File: config.mk
export PLATFORM = sky130hd
export DESIGN_NAME = prompt_delimited_response_deframer_flat
export DESIGN_NICKNAME = d
export VERILOG_FILES = /design/src/rtl/pdd_pkg.sv /design/src/rtl/pdd_stream_if.sv /design/src/rtl/pdd_ctrl.sv /design/src/rtl/pdd_datapath.sv /design/src/rtl/prompt_delimited_response_deframer.sv /design/src/flat_wrapper.sv
export SDC_FILE = /design/constraint.sdc
export NUM_CORES = 1
export LEC_CHECK = 0
export ABC_AREA = 0
export ABC_CLOCK_PERIOD_IN_PS = 2200
export BUFFER_PORTS_ARGS = -buffer_cell sky130_fd_sc_hd__buf_4
export CAP_MARGIN = 5
export CORE_MARGIN = 10
export CORE_UTILIZATION = 45
export CTS_CLUSTER_DIAMETER = 40
export DETAILED_ROUTE_END_ITERATION = 8
export PLACE_DENSITY = 0.69
export SYNTH_ARGS = -nofsm -noshare
export SYNTH_HDL_FRONTEND = slang
export SYNTH_HIERARCHICAL = 1
export SYNTH_SLANG_ARGS = --single-unit
File: constraint.sdc
create_clock -name clk -period 2.2 [get_ports clk]
set_input_delay 0.22 -clock clk [delete_from_list [all_inputs] [get_ports clk]]
set_output_delay 0.22 -clock clk [all_outputs]
set_load 0.01 [all_outputs]
File: src/rtl/pdd_pkg.sv
// Package for the prompt-delimited response deframer.
// Holds shared constants, the register map and the control/status structs.
// No dependencies.
package pdd_pkg;

  localparam int MAX_PENDING_STRIP = 8;
  localparam int CNT_W = $clog2(MAX_PENDING_STRIP + 1);

  localparam logic [7:0] PROMPT_RESET = 8'h3E;
  localparam logic [7:0] STRIP_RESET  = 8'h0D;

  localparam int ADDR_W = 3;
  localparam int DATA_W = 32;

  // Register index, taken from the word address
  typedef enum logic {
    REG_PROMPT = 1'b0,
    REG_STRIP  = 1'b1
  } reg_idx_t;

  typedef struct packed {
    logic [7:0] prompt_char;
    logic [7:0] strip_char;
  } cfg_t;

  // Source of the byte loaded into the output register
  typedef enum logic {
    SEL_HELD  = 1'b0,
    SEL_STRIP = 1'b1
  } out_sel_t;

  typedef struct packed {
    logic     ld_out;
    out_sel_t out_sel;
    logic     out_last;
    logic     count_inc;
    logic     count_clr;
    logic     count_dec;
    logic     cap_new;
    logic     hold_rx;
    logic     hold_new;
    logic     clr_held;
  } dp_cmd_t;

  typedef struct packed {
    logic is_prompt;
    logic is_strip;
    logic held_valid;
    logic count_zero;
    logic count_one;
    logic out_free;
  } dp_status_t;

endpackage

File: src/rtl/pdd_stream_if.sv
// Valid/ready stream interfaces for the deframer's input and output channels.
// No dependencies.
interface pdd_rx_if;
  logic       valid;
  logic       ready;
  logic [7:0] rx_byte;

  modport source (output valid, output rx_byte, input ready);
  modport sink   (input valid, input rx_byte, output ready);
endinterface

interface pdd_tx_if;
  logic       valid;
  logic       ready;
  logic [7:0] out_byte;
  logic       last;

  modport source (output valid, output out_byte, output last, input ready);
  modport sink   (input valid, input out_byte, input last, output ready);
endinterface

File: src/rtl/pdd_ctrl.sv
// Deframer controller: sequences acceptance and the emission of held and strip bytes.
// Depends on pdd_pkg.
module pdd_ctrl import pdd_pkg::*; (
  input  logic       clk,
  input  logic       rst,
  input  logic       in_valid,
  output logic       in_ready,
  input  dp_status_t status,
  output dp_cmd_t    cmd
);

  typedef enum logic [3:0] {
    ST_IDLE  = 4'b0001,
    ST_LAST  = 4'b0010,
    ST_HELD  = 4'b0100,
    ST_STRIP = 4'b1000
  } state_t;

  state_t state, state_next;
  logic   accept;

  assign in_ready = (state == ST_IDLE);
  assign accept   = in_valid && in_ready;

  always_ff @(posedge clk) begin
    if (rst) begin
      state <= ST_IDLE;
    end else begin
      state <= state_next;
    end
  end

  always_comb begin
    state_next = state;
    cmd = '0;
    cmd.out_sel = SEL_HELD;
    case (state)
      ST_IDLE: begin
        if (accept) begin
          if (status.is_prompt) begin
            cmd.count_clr = 1'b1;
            if (status.held_valid) begin
              state_next = ST_LAST;
            end
          end else if (status.is_strip) begin
            cmd.count_inc = 1'b1;
          end else begin
            cmd.cap_new = 1'b1;
            if (status.held_valid) begin
              state_next = ST_HELD;
            end else if (!status.count_zero) begin
              state_next = ST_STRIP;
            end else begin
              cmd.hold_rx = 1'b1;
            end
          end
        end
      end
      ST_LAST: begin
        if (status.out_free) begin
          cmd.ld_out   = 1'b1;
          cmd.out_last = 1'b1;
          cmd.clr_held = 1'b1;
          state_next   = ST_IDLE;
        end
      end
      ST_HELD: begin
        if (status.out_free) begin
          cmd.ld_out = 1'b1;
          if (status.count_zero) begin
            cmd.hold_new = 1'b1;
            state_next   = ST_IDLE;
          end else begin
            state_next = ST_STRIP;
          end
        end
      end
      ST_STRIP: begin
        if (status.out_free) begin
          cmd.ld_out    = 1'b1;
          cmd.out_sel   = SEL_STRIP;
          cmd.count_dec = 1'b1;
          if (status.count_one) begin
            cmd.hold_new = 1'b1;
            state_next   = ST_IDLE;
          end
        end
      end
      default: begin
        state_next = ST_IDLE;
      end
    endcase
  end

endmodule

File: src/rtl/pdd_datapath.sv
// Deframer datapath: held byte, strip counter, new-byte buffer, output register.
// Depends on pdd_pkg.
module pdd_datapath import pdd_pkg::*; (
  input  logic       clk,
  input  logic       rst,
  input  cfg_t       cfg,
  input  logic [7:0] rx_byte,
  input  dp_cmd_t    cmd,
  output dp_status_t status,
  input  logic       out_ready,
  output logic       out_valid,
  output logic [7:0] out_byte,
  output logic       out_last
);

  logic [7:0]       held_byte;
  logic             held_valid;
  logic [CNT_W-1:0] pending_strip_count;
  logic [7:0]       new_byte;

  assign status.is_prompt  = (rx_byte == cfg.prompt_char);
  assign status.is_strip   = (rx_byte == cfg.strip_char);
  assign status.held_valid = held_valid;
  assign status.count_zero = (pending_strip_count == '0);
  assign status.count_one  = (pending_strip_count == CNT_W'(1));
  assign status.out_free   = !out_valid || out_ready;

  always_ff @(posedge clk) begin
    if (rst) begin
      held_byte           <= '0;
      held_valid          <= 1'b0;
      pending_strip_count <= '0;
      out_valid           <= 1'b0;
    end else begin
      // strip counter saturates; extra strip bytes are dropped
      if (cmd.count_clr || cmd.hold_new) begin
        pending_strip_count <= '0;
      end else if (cmd.count_inc) begin
        if (pending_strip_count < CNT_W'(MAX_PENDING_STRIP)) begin
          pending_strip_count <= pending_strip_count + CNT_W'(1);
        end
      end else if (cmd.count_dec) begin
        pending_strip_count <= pending_strip_count - CNT_W'(1);
      end

      if (cmd.clr_held) begin
        held_byte  <= '0;
        held_valid <= 1'b0;
      end else if (cmd.hold_rx) begin
        held_byte  <= rx_byte;
        held_valid <= 1'b1;
      end else if (cmd.hold_new) begin
        held_byte  <= new_byte;
        held_valid <= 1'b1;
      end

      if (cmd.ld_out) begin
        out_valid <= 1'b1;
      end else if (out_ready) begin
        out_valid <= 1'b0;
      end
    end
  end

  always_ff @(posedge clk) begin
    if (cmd.cap_new) begin
      new_byte <= rx_byte;
    end
    if (cmd.ld_out) begin
      out_byte <= (cmd.out_sel == SEL_STRIP) ? cfg.strip_char : held_byte;
      out_last <= cmd.out_last;
    end
  end

endmodule

File: src/rtl/prompt_delimited_response_deframer.sv
// Prompt-delimited response deframer, top level: register port and core.
// Throughput: one byte per cycle when it causes no result; a byte with results
// blocks new input until all its results (up to 1 + MAX_PENDING_STRIP) are
// loaded into the output register, which the controller loads one result per
// cycle while that register is free. The first result passes the controller state register, then the output register.
// Reset (rst, synchronous): registers to 0x3E / 0x0D, nothing held, no output.
module prompt_delimited_response_deframer import pdd_pkg::*; (
  input  logic              clk,
  input  logic              rst,
  pdd_rx_if.sink            rx,
  pdd_tx_if.source          tx,
  input  logic              psel,
  input  logic              penable,
  input  logic              pwrite,
  input  logic [ADDR_W-1:0] paddr,
  input  logic [DATA_W-1:0] pwdata,
  output logic [DATA_W-1:0] prdata,
  output logic              pready
);

  cfg_t       cfg;
  dp_cmd_t    cmd;
  dp_status_t status;
  reg_idx_t   reg_idx;
  logic       cfg_wr;

  // Word-aligned register map: bit 2 selects the register, low bits ignored
  assign pready  = 1'b1;
  assign reg_idx = reg_idx_t'(paddr[2]);
  assign cfg_wr  = psel && penable && pwrite && pready;

  always_ff @(posedge clk) begin
    if (rst) begin
      cfg.prompt_char <= PROMPT_RESET;
      cfg.strip_char  <= STRIP_RESET;
    end else if (cfg_wr) begin
      case (reg_idx)
        REG_PROMPT: cfg.prompt_char <= pwdata[7:0];
        REG_STRIP:  cfg.strip_char  <= pwdata[7:0];
        default: begin
        end
      endcase
    end
  end

  // Read back the selected register, zero-extended
  always_comb begin
    case (reg_idx)
      REG_PROMPT: prdata = {{(DATA_W-8){1'b0}}, cfg.prompt_char};
      REG_STRIP:  prdata = {{(DATA_W-8){1'b0}}, cfg.strip_char};
      default:    prdata = '0;
    endcase
  end

  // Controller: accepts a request only while no emission is pending
  pdd_ctrl u_ctrl (
    .clk      (clk),
    .rst      (rst),
    .in_valid (rx.valid),
    .in_ready (rx.ready),
    .status   (status),
    .cmd      (cmd)
  );

  // Datapath: hold the newest data byte, count trailing strips, drive output
  pdd_datapath u_dp (
    .clk       (clk),
    .rst       (rst),
    .cfg       (cfg),
    .rx_byte   (rx.rx_byte),
    .cmd       (cmd),
    .status    (status),
    .out_ready (tx.ready),
    .out_valid (tx.valid),
    .out_byte  (tx.out_byte),
    .out_last  (tx.last)
  );

endmodule
File: src/flat_wrapper.sv
// flat-port wrapper written by rule: the top's interface ports become plain ports
module prompt_delimited_response_deframer_flat import pdd_pkg::*;
  (clk, rst, psel, penable, pwrite, paddr, pwdata, prdata, pready, rx_valid, rx_rx_byte, rx_ready, tx_valid, tx_out_byte, tx_last, tx_ready);
  pdd_rx_if rx_i ();
  pdd_tx_if tx_i ();
  input  logic clk;
  input  logic rst;
  input  logic psel;
  input  logic penable;
  input  logic pwrite;
  input  logic [ADDR_W-1:0] paddr;
  input  logic [DATA_W-1:0] pwdata;
  output logic [DATA_W-1:0] prdata;
  output logic pready;
  input wire logic [$bits(rx_i.valid)-1:0] rx_valid;
  input wire logic [$bits(rx_i.rx_byte)-1:0] rx_rx_byte;
  output wire logic [$bits(rx_i.ready)-1:0] rx_ready;
  output wire logic [$bits(tx_i.valid)-1:0] tx_valid;
  output wire logic [$bits(tx_i.out_byte)-1:0] tx_out_byte;
  output wire logic [$bits(tx_i.last)-1:0] tx_last;
  input wire logic [$bits(tx_i.ready)-1:0] tx_ready;
  assign rx_i.valid = rx_valid;
  assign rx_i.rx_byte = rx_rx_byte;
  assign rx_ready = rx_i.ready;
  assign tx_valid = tx_i.valid;
  assign tx_out_byte = tx_i.out_byte;
  assign tx_last = tx_i.last;
  assign tx_i.ready = tx_ready;
  prompt_delimited_response_deframer u_core (.clk(clk), .rst(rst), .rx(rx_i), .tx(tx_i), .psel(psel), .penable(penable), .pwrite(pwrite), .paddr(paddr), .pwdata(pwdata), .prdata(prdata), .pready(pready));
endmodule
Word-level counts from Yosys, hierarchy flattened
Cells that the tools add are included.
Storage, ports and cells
  word-level logic and storage cells: 91
  register bits after elaboration: 51
  output and inout bits: 44
Cells by class
  bitwise logic cells: 1
  add/subtract/negate cells: 2
  $lt $le $gt $ge: 1
  equality and inequality tests: 16
  multiplexer cells: 44
  reduce and logical (&&, ||, !) cells: 17
Operators with widths (count)
  $pmux 32 s2: 1
  $mux 4: 14
  $mux 8: 3
  $eq 8x8->1: 2
  $mux 1: 16
  $pmux 4 s4: 1
  $mux 2: 7
  $ne 2x1->1 const B: 5
  $eq 4x1->1 const B: 2
  $reduce_and 8->1: 1
  $reduce_and 2->1: 3
  $reduce_bool 2->1: 3
  $reduce_or 2->1: 3
  $add 4x1->4 const B: 1
  $eq 4x2->1 const B: 1
  $eq 4x3->1 const B: 1
  $eq 4x4->1 const B: 1
  $logic_not 4->1: 1
  $lt 4x4->1 const B: 1
  $ne 4x3->1 const B: 1
  $pmux 1 s2: 2
  $sub 4x1->4 const B: 1
  $logic_and 1x1->1: 3
  $ne 3x2->1 const B: 1
  5 further kinds: 6

Depth between registers and ports, before layout
  depth after elaboration: 8
  mapped depth: 10
  depth with buffers taken out: 9

By module
Netlist, hierarchy kept.
Modules (own cells, without submodules)
  pdd_datapath: times used 1, area each 1525.2 sq um, cells each 124
  prompt_delimited_response_deframer: times used 1, area each 975.9 sq um, cells each 104
  pdd_ctrl: times used 1, area each 382.9 sq um, cells each 47

Worst setup path after synthesis
No wires, ideal clock.
  path type: reg2reg
  from: register u_core.u_dp.pending_strip_count[0]
  to: register u_core.u_dp.held_byte[0]
  path slack: 0.225 ns
  arrival time: 1.849 ns
  buffers on the path: 1
  stages on the path, launching flop included: 11
  data required time: 2.074 ns
  clock period less this slack: 1.975 ns
  path through: dfxtp_1 -> inv_1 -> ha_1 -> nor3b_1 -> inv_1 -> o22ai_1 -> nor3b_1 -> buf_6 -> mux2_2 -> mux2i_1 -> nor2_1
RTL lines
  from (decl): RTL line pdd_datapath.sv:18  | logic [CNT_W-1:0] pending_strip_count;
  from (signal assigned): RTL line pdd_datapath.sv:40  | pending_strip_count <= pending_strip_count + CNT_W'(1);
  from (signal assigned): RTL line pdd_datapath.sv:43  | pending_strip_count <= pending_strip_count - CNT_W'(1);
  to (signal assigned): RTL line pdd_datapath.sv:50  | held_byte <= rx_byte;
  to (signal assigned): RTL line pdd_datapath.sv:53  | held_byte <= new_byte;
  to (decl): RTL line pdd_datapath.sv:16  | logic [7:0] held_byte;

==> metrics.md <==
| Metric | Value |
|---|---|
| Status | `complete, no violations` |
| CP Cell Sequence | `or4b_4 -> nor2_4 -> buf_4 -> nand2_2 -> nor4_4 -> buf_4 -> mux2i_1 -> nor2_1` |
| Count of flip-flops with a built-in enable after synthesis | `17` |
| CP max stage delay | `0.58 ns` |
| Worst vdd ir | `0.353 mV` |
| Largest area contributor in the netlist | `dfxtp_1` |
| I/O Buffers | `42` |
| Layout cells sized above 1 | `34.0%` |
| Root buf cell | `clkbuf_8` |
| Top cells by area, synth | `dfxtp_1 24%, edfxtp_1 18%, mux2_2 9.4%` |
| Largest net degree at the start of global routing | `38` |
| Clock-pin transition on the worst setup and hold timing paths | `0.09 ns` |
| Hold buffer count at cts | `0` |
| GPL Wtd Cong | `0.850` |
| Synthesized area per cell | `10.5 µm²` |
| Initial antenna violation count | `0` |
| Most frequent cell after synthesis | `dfxtp_1` |
| Ant. Diodes | `0` |
| Worst hold margin | `0.140 ns` |
| Fillers | `585` |
| Nets | `376` |
| GRT overflow | `0` |
| Synth Flop Type | `dfxtp_1` |
| 1st-pass router iterations | `4` |
| WP data arrival | `2.28 ns` |
| Max-slew headroom | `66.6%` |
| DIE HEIGHT | `100 µm` |
| Min Clock Period, post-route | `2.09 ns` |
| Flip-flop and latch area | `1200 µm²` |
| Crit end category | `flop` |
| Routed wire length | `5970 µm` |
| Syn Inst Count | `275` |
| Max-Cap Viols | `0` |
| Vias per cell | `4.88` |
| Clock Sinks | `51` |
| Row count | `29` |
| DIE AREA | `10000 µm²` |
| Routed len/inst | `14.9 µm` |
| Placed insts | `391` |
| CP required | `2.39 ns` |
| Via Count | `1957` |
| DP HPWL | `4640 µm` |
| IO Pins | `94` |
| Num CTS Buffers | `5` |
| Vias in the first global route | `1978` |
| Synthesis Warnings | `6` |
| Post-route insts no fill | `401` |
| Clock Path Buffers | `2` |
| Drt first-iter violations | `99` |
| Design Power | `2.75 mW` |
| Post-synth top area share | `23.6%` |
| Fin. Hold Viols | `0` |
| Starting Density | `45.9%` |
| CP dominant cell by count | `buf_4` |
| CTS tree | `built` |
| Total global-route track usage | `11.6%` |
| Setup TNS | `0 ns` |
| H-tree depth | `2` |
| CP Max Fanout | `5` |
| Skew final | `0.00767 ns` |
| Synth unique cells | `48` |
| Area growth syn-to-layout | `16.8%` |
| Core Region | `6280 µm²` |
| First-pass GRT wire length | `9610 µm` |
| Slew Viols, Final | `0` |
| Mapped Area | `2880 µm²` |
| Finish-stage setup viols | `0` |
| Critical path class | `reg -> reg` |
| Yosys reg bits | `51` |
| Chip width | `100 µm` |
| Clk Latency, worst-skew pair | `0.29 ns` |
| Final period utilization | `95.1%` |
| Power Density | `816 nW/µm²` |
| Worst hold path type | `in -> reg` |
| Critical Path Slowest Stage Cell | `or4b_4` |
| Fmax achieved | `478 MHz` |
| Multi-input gate area | `1530 µm²` |
| Seq/Total Area, Yosys | `41.3%` |
| Remaining antenna violation count | `0` |
| Drt drc | `0` |
| Startpoint types | `flop` |
| Post-synth ARST share | `0%` |
| Synth top cells by count | `34 x dfxtp_1, 30 x nor2_1, 28 x buf_4` |
| Pleak | `1.37 nW` |
| Worst-margin pin slew | `0.501 ns` |
## state kept, by name (all words and copies together), names as in the netlist
name and flops:
u_core/u_dp/pending_strip_count 4, u_core/cfg 16, u_core/u_dp/out_valid 1, u_core/u_dp/held_valid 1, u_core/u_dp/new_byte 8, u_core/u_dp/out_byte 8
u_core/u_dp/out_last 1, u_core/u_ctrl/state 4, u_core/u_dp/held_byte 8
## cells by family (layout without fill, tap and decap cells)
group,count (synthesis),in the layout,share of synthesized area [%]
adders and majority gates,3,3,1.30
muxes,50,50,18.4
AOI/OAI and AO/OA,18,18,4.77
xor gates and xnor gates,16,16,4.86
other,2,25,0.260
DFF,51,51,41.3
buffers and inverters,44,70,10.4
and+or+nand+nor,91,91,18.7
## worst paths after layout
path / startpoint / slack (ns) / to / depth (start not counted)
worst max register to register: u_core/u_ctrl/state[3] / 0.11 / u_core/u_dp/held_byte[3] / 8
worst min-delay path: rx_rx_byte[7] / 0.14 / u_core/u_dp/new_byte[7] / 1
worst max-delay path: u_core/u_ctrl/state[3] / 0.11 / u_core/u_dp/held_byte[3] / 8
worst min register to register: u_core/u_ctrl/state[2] / 0.51 / u_core/u_ctrl/state[2] / 2
## where the power goes
part | switching [mW] | total (mW) | internal (mW)
sequential | 0.0844 | 1.22 | 1.14
clock | 0.299 | 0.594 | 0.295
combinational | 0.432 | 0.933 | 0.501
total | 0.815 | 2.75 | 1.94
## layer usage
metal / vias to the layer above / wire length, µm / global-route usage [%]
li1: 1001 / - / -
met1: 908 / 2710 / 14.9
met2: 46 / 2870 / 17.9
met3: 2 / 363 / 4.46
met4: 0 / 30 / 2.61
met5: - / 0 / 0
## cell usage in the layout, fill, tap and decap left out, drive strengths merged, types with 3 or more instances in the layout
cell type / n
xnor2: 16
nor3b: 5
edfxtp: 17
mux2i: 25
nor3: 5
a31oi: 3
inv: 6
dfxtp: 34
buf: 56
ha: 3
mux2: 25
and3: 3
conb: 25
clkbuf: 8
nor2: 30
nand3b: 3
nand4: 4
a21oi: 5
nand2b: 22
## layout make-up
| class | count | area share [%] |
|---|---|---|
| clock buffer | 8 | 3.01 |
| multi-input combinational | 203 | 45.4 |
| sequential | 51 | 35.5 |
| timing repair buffer | 56 | 12.6 |
| tap | 77 | 2.86 |
| inverter | 6 | 0.668 |
## critical path: cells and delay by family (launching register included)
kind                   cells  cell delay, ns
DFF                        1            0.35
buffers and inverters      2            0.32
muxes                      1            0.18
and+or+nand+nor            5            1.13
## per-stage QoR
stage                     area (µm²)  util, %  setup WS (ns)
after floorplan                 2970        -          0.225
after global placement          3200     51.0        -0.0110
after detailed placement        3200     51.0        -0.0378
after CTS                       3310     52.7         0.0541
after global routing            3370     53.7        -0.0334
final                           3370     53.7          0.107
## repair_timing
| item | 4_1_cts | 5_1_grt |
|---|---|---|
| setup buffers | 0 | 1 |
| pin swaps | 0 | 2 |
| endpoints found under the setup margin | 7 | 8 |
| cloned | 0 | 1 |
| endpoints found under the hold margin | 0 | 0 |
| gates resized for setup | 1 | 18 |
Note: power is estimated with default switching activity, not from simulation.
